[config.mk]
export PLATFORM = sky130hd
export DESIGN_NAME = ptvm_dot3
export DESIGN_NICKNAME = d
export VERILOG_FILES = /design/src/rtl/core/ptvm_pkg.sv /design/src/rtl/core/ptvm_dot3.sv
export SDC_FILE = /design/constraint.sdc
export NUM_CORES = 2
export LEC_CHECK = 0
export ABC_AREA = 1
export BUFFER_PORTS_ARGS = -buffer_cell sky130_fd_sc_hd__buf_2
export CAP_MARGIN = 20
export CORE_MARGIN = 2
export CORE_UTILIZATION = 35
export DETAILED_ROUTE_END_ITERATION = 7
export HOLD_SLACK_MARGIN = 0.03
export PLACE_DENSITY = 0.47
export SLEW_MARGIN = 20
export SYNTH_ARGS = -nofsm -noshare
export SYNTH_HDL_FRONTEND = slang
export SYNTH_SLANG_ARGS = --single-unit
[constraint.sdc]
create_clock -name clk -period 13.68 [get_ports clk]
set_input_delay 0.684 -clock clk [delete_from_list [all_inputs] [get_ports clk]]
set_output_delay 0.684 -clock clk [all_outputs]
set_load 0.005 [all_outputs]
[src/rtl/core/ptvm_pkg.sv]
// shared types, widths and rounding helpers for the pose to view matrix block
// no dependencies
package ptvm_pkg;

    localparam int RotW      = 16;                  // Q2.14 entry
    localparam int PosW      = 32;                  // Q16.16 position
    localparam int PsumW     = PosW + 1;            // exact position + offset
    localparam int QprodW    = 2 * RotW;            // Q4.28 product
    localparam int RotAccW   = QprodW + 3;          // Q7.28 entry before rounding
    localparam int TprodW    = RotW + PsumW;        // Q19.30 product
    localparam int TsumW     = TprodW + 2;          // sum of three products
    localparam int TnegW     = TsumW + 1;           // negated sum
    localparam int FracDrop  = 14;                  // Q28 -> Q14, Q30 -> Q16

    typedef logic signed [RotW-1:0]    rot_t;
    typedef logic signed [PosW-1:0]    pos_t;
    typedef logic signed [PsumW-1:0]   psum_t;
    typedef logic signed [QprodW-1:0]  qprod_t;
    typedef logic signed [RotAccW-1:0] rot_acc_t;
    typedef logic signed [TprodW-1:0]  tprod_t;
    typedef logic signed [TsumW-1:0]   tsum_t;

    // stage load enables handed to the translation lanes
    typedef struct packed {
        logic load_prod;
        logic load_out;
    } ptvm_lane_ctl_t;

    localparam rot_acc_t OneQ28   = rot_acc_t'(1) <<< 28;
    localparam rot_acc_t RotHalf  = rot_acc_t'(1) <<< (FracDrop - 1);

    // round half up to Q2.14 and clamp to 16 bits
    function automatic rot_t rot_round_sat(input rot_acc_t v);
        rot_acc_t                           r;
        logic signed [RotAccW-FracDrop-1:0] sh;
        rot_t                               res;
        r  = v + RotHalf;
        sh = r[RotAccW-1:FracDrop];
        if (sh[RotAccW-FracDrop-1] && !(&sh[RotAccW-FracDrop-1:RotW-1]))
            res = {1'b1, {(RotW-1){1'b0}}};
        else if (!sh[RotAccW-FracDrop-1] && (|sh[RotAccW-FracDrop-1:RotW-1]))
            res = {1'b0, {(RotW-1){1'b1}}};
        else
            res = sh[RotW-1:0];
        return res;
    endfunction

    // negate, round half up to Q16.16 and clamp to 32 bits
    function automatic pos_t trans_round_sat(input tsum_t s);
        logic signed [TnegW-1:0]          n;
        logic signed [TnegW-FracDrop-1:0] sh;
        pos_t                             res;
        n  = -(TnegW'(s)) + (TnegW'(1) <<< (FracDrop - 1));
        sh = n[TnegW-1:FracDrop];
        if (sh[TnegW-FracDrop-1] && !(&sh[TnegW-FracDrop-1:PosW-1]))
            res = {1'b1, {(PosW-1){1'b0}}};
        else if (!sh[TnegW-FracDrop-1] && (|sh[TnegW-FracDrop-1:PosW-1]))
            res = {1'b0, {(PosW-1){1'b1}}};
        else
            res = sh[PosW-1:0];
        return res;
    endfunction

endpackage

[src/rtl/core/ptvm_dot3.sv]
// one translation lane: three rotation-by-position products, then negated rounded sum
// depends on ptvm_pkg
module ptvm_dot3
    import ptvm_pkg::*;
(
    input  logic           clk,
    input  ptvm_lane_ctl_t ctl,
    input  rot_t           row [3],
    input  psum_t          pnt [3],
    output pos_t           trans
);

    tprod_t prod_reg [3];
    pos_t   trans_reg;
    pos_t   trans_next;
    tsum_t  sum;

    // products: 16 x 33 signed, one per multiplier
    always_ff @(posedge clk)
    begin
        if (ctl.load_prod)
        begin
            for (int i = 0; i < 3; i++)
            begin
                prod_reg[i] <= row[i] * pnt[i];
            end
        end
    end

    always_comb
    begin
        sum        = TsumW'(prod_reg[0]) + TsumW'(prod_reg[1]) + TsumW'(prod_reg[2]);
        trans_next = trans_round_sat(sum);
    end

    always_ff @(posedge clk)
    begin
        if (ctl.load_out)
        begin
            trans_reg <= trans_next;
        end
    end

    assign trans = trans_reg;

endmodule

==> impl_metrics.tcl <==
set metrics [dict create \
    outcome "finished clean" \
    slew_viol_final 0 \
    cap_viol_max_count 0 \
    die_area_sq_um 199000 \
    most-common-layout-cells "2694 x inv_1, 2060 x nand2_1, 1548 x fa_1" \
    critPathKind "input port to register" \
    final_common_cell "inv_1" \
    max_stage_delay_ns 0.77 \
    cts_buffers 17 \
    crit_path_end_kind "register" \
    post-route-drc-count 0 \
    clk_pin_slew_ns 0.08 \
    routabilityCongestion 0.907 \
    grt_max_degree 61 \
    grt_pass1_wl_mm 324 \
    yosysWarnings 0 \
    drt-initial-drc-count 3257 \
    syn_area_sq_um 68300 \
    regArea_sq_um 5380 \
    syn2layout_area_growth_pct 4.97 \
    crit_path_frequent_cell "fa_1" \
    setup_tns_ns 0 \
    drt-pass1-iter-count 6 \
    ctsHoldBuffers 0 \
    min_path_type "input port to register" \
    cp_max_fo 33 \
    cts_resized 0 \
    hold_viol_final 0 \
    die-width_um 446 \
    ys_seq_area_share_pct 7.87 \
    crit_required_ns 13.92 \
    drt_wl_total_mm 203 \
    multi_input_area_sq_um 51300 \
    post-route-min-period_ns 6.90 \
    ios 182 \
    slowest_stage "buf_2" \
    post_cts_buffers 0 \
    wl_per_cell_um 18.6 \
    cts_tree "built" \
    syn_inst 8531 \
    arrival_ns 7.14 \
    dieHeight_um 446 \
    routed_via_density 4.68 \
    ys_types 51 \
    relSlewSlack_pct 29.1 \
    fillers 20300 \
    ys_ff_latch 179 \
    core_sq_um 194000 \
    io_buffer_count 181 \
    avgSynthCellArea_sq_um 8.00 \
    largest_reg_flops 147 \
    cts_sinks 179 \
    drive_gt1_share_pct 3.88 \
    clockBufferDepth 2 \
    cts-root-buf "clkbuf_16" \
    fin_crit_sh_pct 50.4 \
    critPathLaunchType "input port" \
    fin_nets 10500 \
    synth_nets 10700 \
    setup_viol 0 \
    overflow 0 \
    h-tree-depth 4 \
    crit_chain "buf_2 -> nand2_1 -> fa_1 -> fa_1 -> fa_1 -> inv_1 -> fa_1 -> fa_1 -> inv_1 -> fa_1 -> inv_1 -> ha_1 -> nand2_1 -> nor2_1 -> nand3_1 -> nor3_1 -> nand2_1 -> nand3_1 -> nand2_1 -> nand2_1 -> a21boi_1 -> o21ai_1 -> xor2_1" \
    std_cell_rows 162 \
    skew_ns 0.0179 \
    antenna_found_initial 6 \
    clk-insertion-delay-late_ns 0.48 \
    worst_pin_slew_ns 1.06 \
    start_util_pct 35.1 \
    grt.total_usage_pct 21.0 \
    rsz0062_at_grt "no" \
    grt_pass1_vias 55400 \
    vias 51200 \
    ant_nets 0 \
    timing.fmax_mhz 145 \
    place_hpwl_mm 167 \
]
[cells in the mapped netlist (all sizes together)]
cell | n | area, sq um
nand3 | 84 | 425
o21bai | 18 | 146
xor2 | 112 | 981
clkbuf | 364 | 1370
o211ai | 7 | 52.6
a211oi | 1 | 7.51
nor4 | 9 | 56.3
a2111oi | 1 | 8.76
o211a | 1 | 10.0
ha | 447 | 5590
o311ai | 1 | 8.76
a21o | 23 | 173
a31o | 1 | 8.76
or2 | 18 | 113
o21a | 15 | 113
o31ai | 2 | 15.0
a21boi | 10 | 86.3
a311oi | 2 | 17.5
o221ai | 2 | 17.5
o2111ai | 2 | 17.5
fa | 1548 | 31000
o221a | 1 | 11.3
nand2 | 2072 | 7810
and3 | 5 | 31.3
buf | 10 | 83.8
inv | 2705 | 10200
and2 | 2 | 12.5
xnor2 | 76 | 666
nor2 | 347 | 1370
nand4 | 19 | 119
nor3 | 37 | 200
o22ai | 2 | 12.5
nand3b | 4 | 30.0
o21ai | 118 | 591
a221oi | 3 | 26.3
a21oi | 254 | 1390
edfxtp | 179 | 5380
a31oi | 29 | 181
[cell families (layout without fill, tap and decap cells)]
group                      count (synthesis)  after routing  share of synthesized area [%]
and+or+nand+nor                         2597           2597                           14.9
DFF                                      179            179                           7.87
other                                      0              1                              0
AOI/OAI and AO/OA                        493            493                           4.24
buffers and inverters                   3079           2933                           17.0
xor gates and xnor gates                 188            188                           2.41
adders and majority gates               1995           1995                           53.6
[routing by layer]
| metal | share of wire, % | up-vias | global-route usage, % |
|---|---|---|---|
| li1 | - | 23700 | - |
| met1 | 47 | 26200 | 30.1 |
| met2 | 48 | 1150 | 35.6 |
| met3 | 4.1 | 164 | 1.85 |
| met4 | 1.1 | 8 | 2.58 |
| met5 | 0.024 | - | 0 |
[through the flow]
stage	instance area, sq um	instances	setup slack [ns]	util (%)	hold WS (ns)
floorplan	68300	8531	7.43	-	0.796
global placement	71000	10900	6.21	36.5	1.08
detailed placement	71000	10900	6.31	36.5	1.09
CTS	71700	10900	6.81	36.9	0.596
global route	71700	10900	6.42	36.9	0.603
finish	71700	10900	6.78	36.9	0.596
[cell type report]
type,instances,share of cell area [%]
clock inverters,15,0.297
clock buffers,17,0.594
inverters,2705,14.2
multi-input cells,5273,71.6
well taps,2542,4.44
repair buffers,196,1.43
diodes,1,0.00349
flip-flops and latches,179,7.50
[final timing paths]
kind | endpoint | slack [ns] | cells after the start | from
worst min register to register | trans[0] | 1.21 | 7 | prod_reg[0][0]
worst min-delay path | prod_reg[0][0] | 0.60 | 1 | ctl[1]
worst max-delay path | prod_reg[0][34] | 6.78 | 23 | row[33]
worst max register to register | trans[12] | 9.05 | 16 | prod_reg[0][42]
[critical path: cells and delay by family]
family                     cells  cell delay, ns
adders and majority gates      7            3.38
and+or+nand+nor                9            1.43
buffers and inverters          4            0.92
xor gates and xnor gates       1            0.37
AOI/OAI and AO/OA              2            0.29
Power is left out: the tool's default activity adds up to more than one toggle a clock period on the data nets, which glitch-free logic cannot reach.
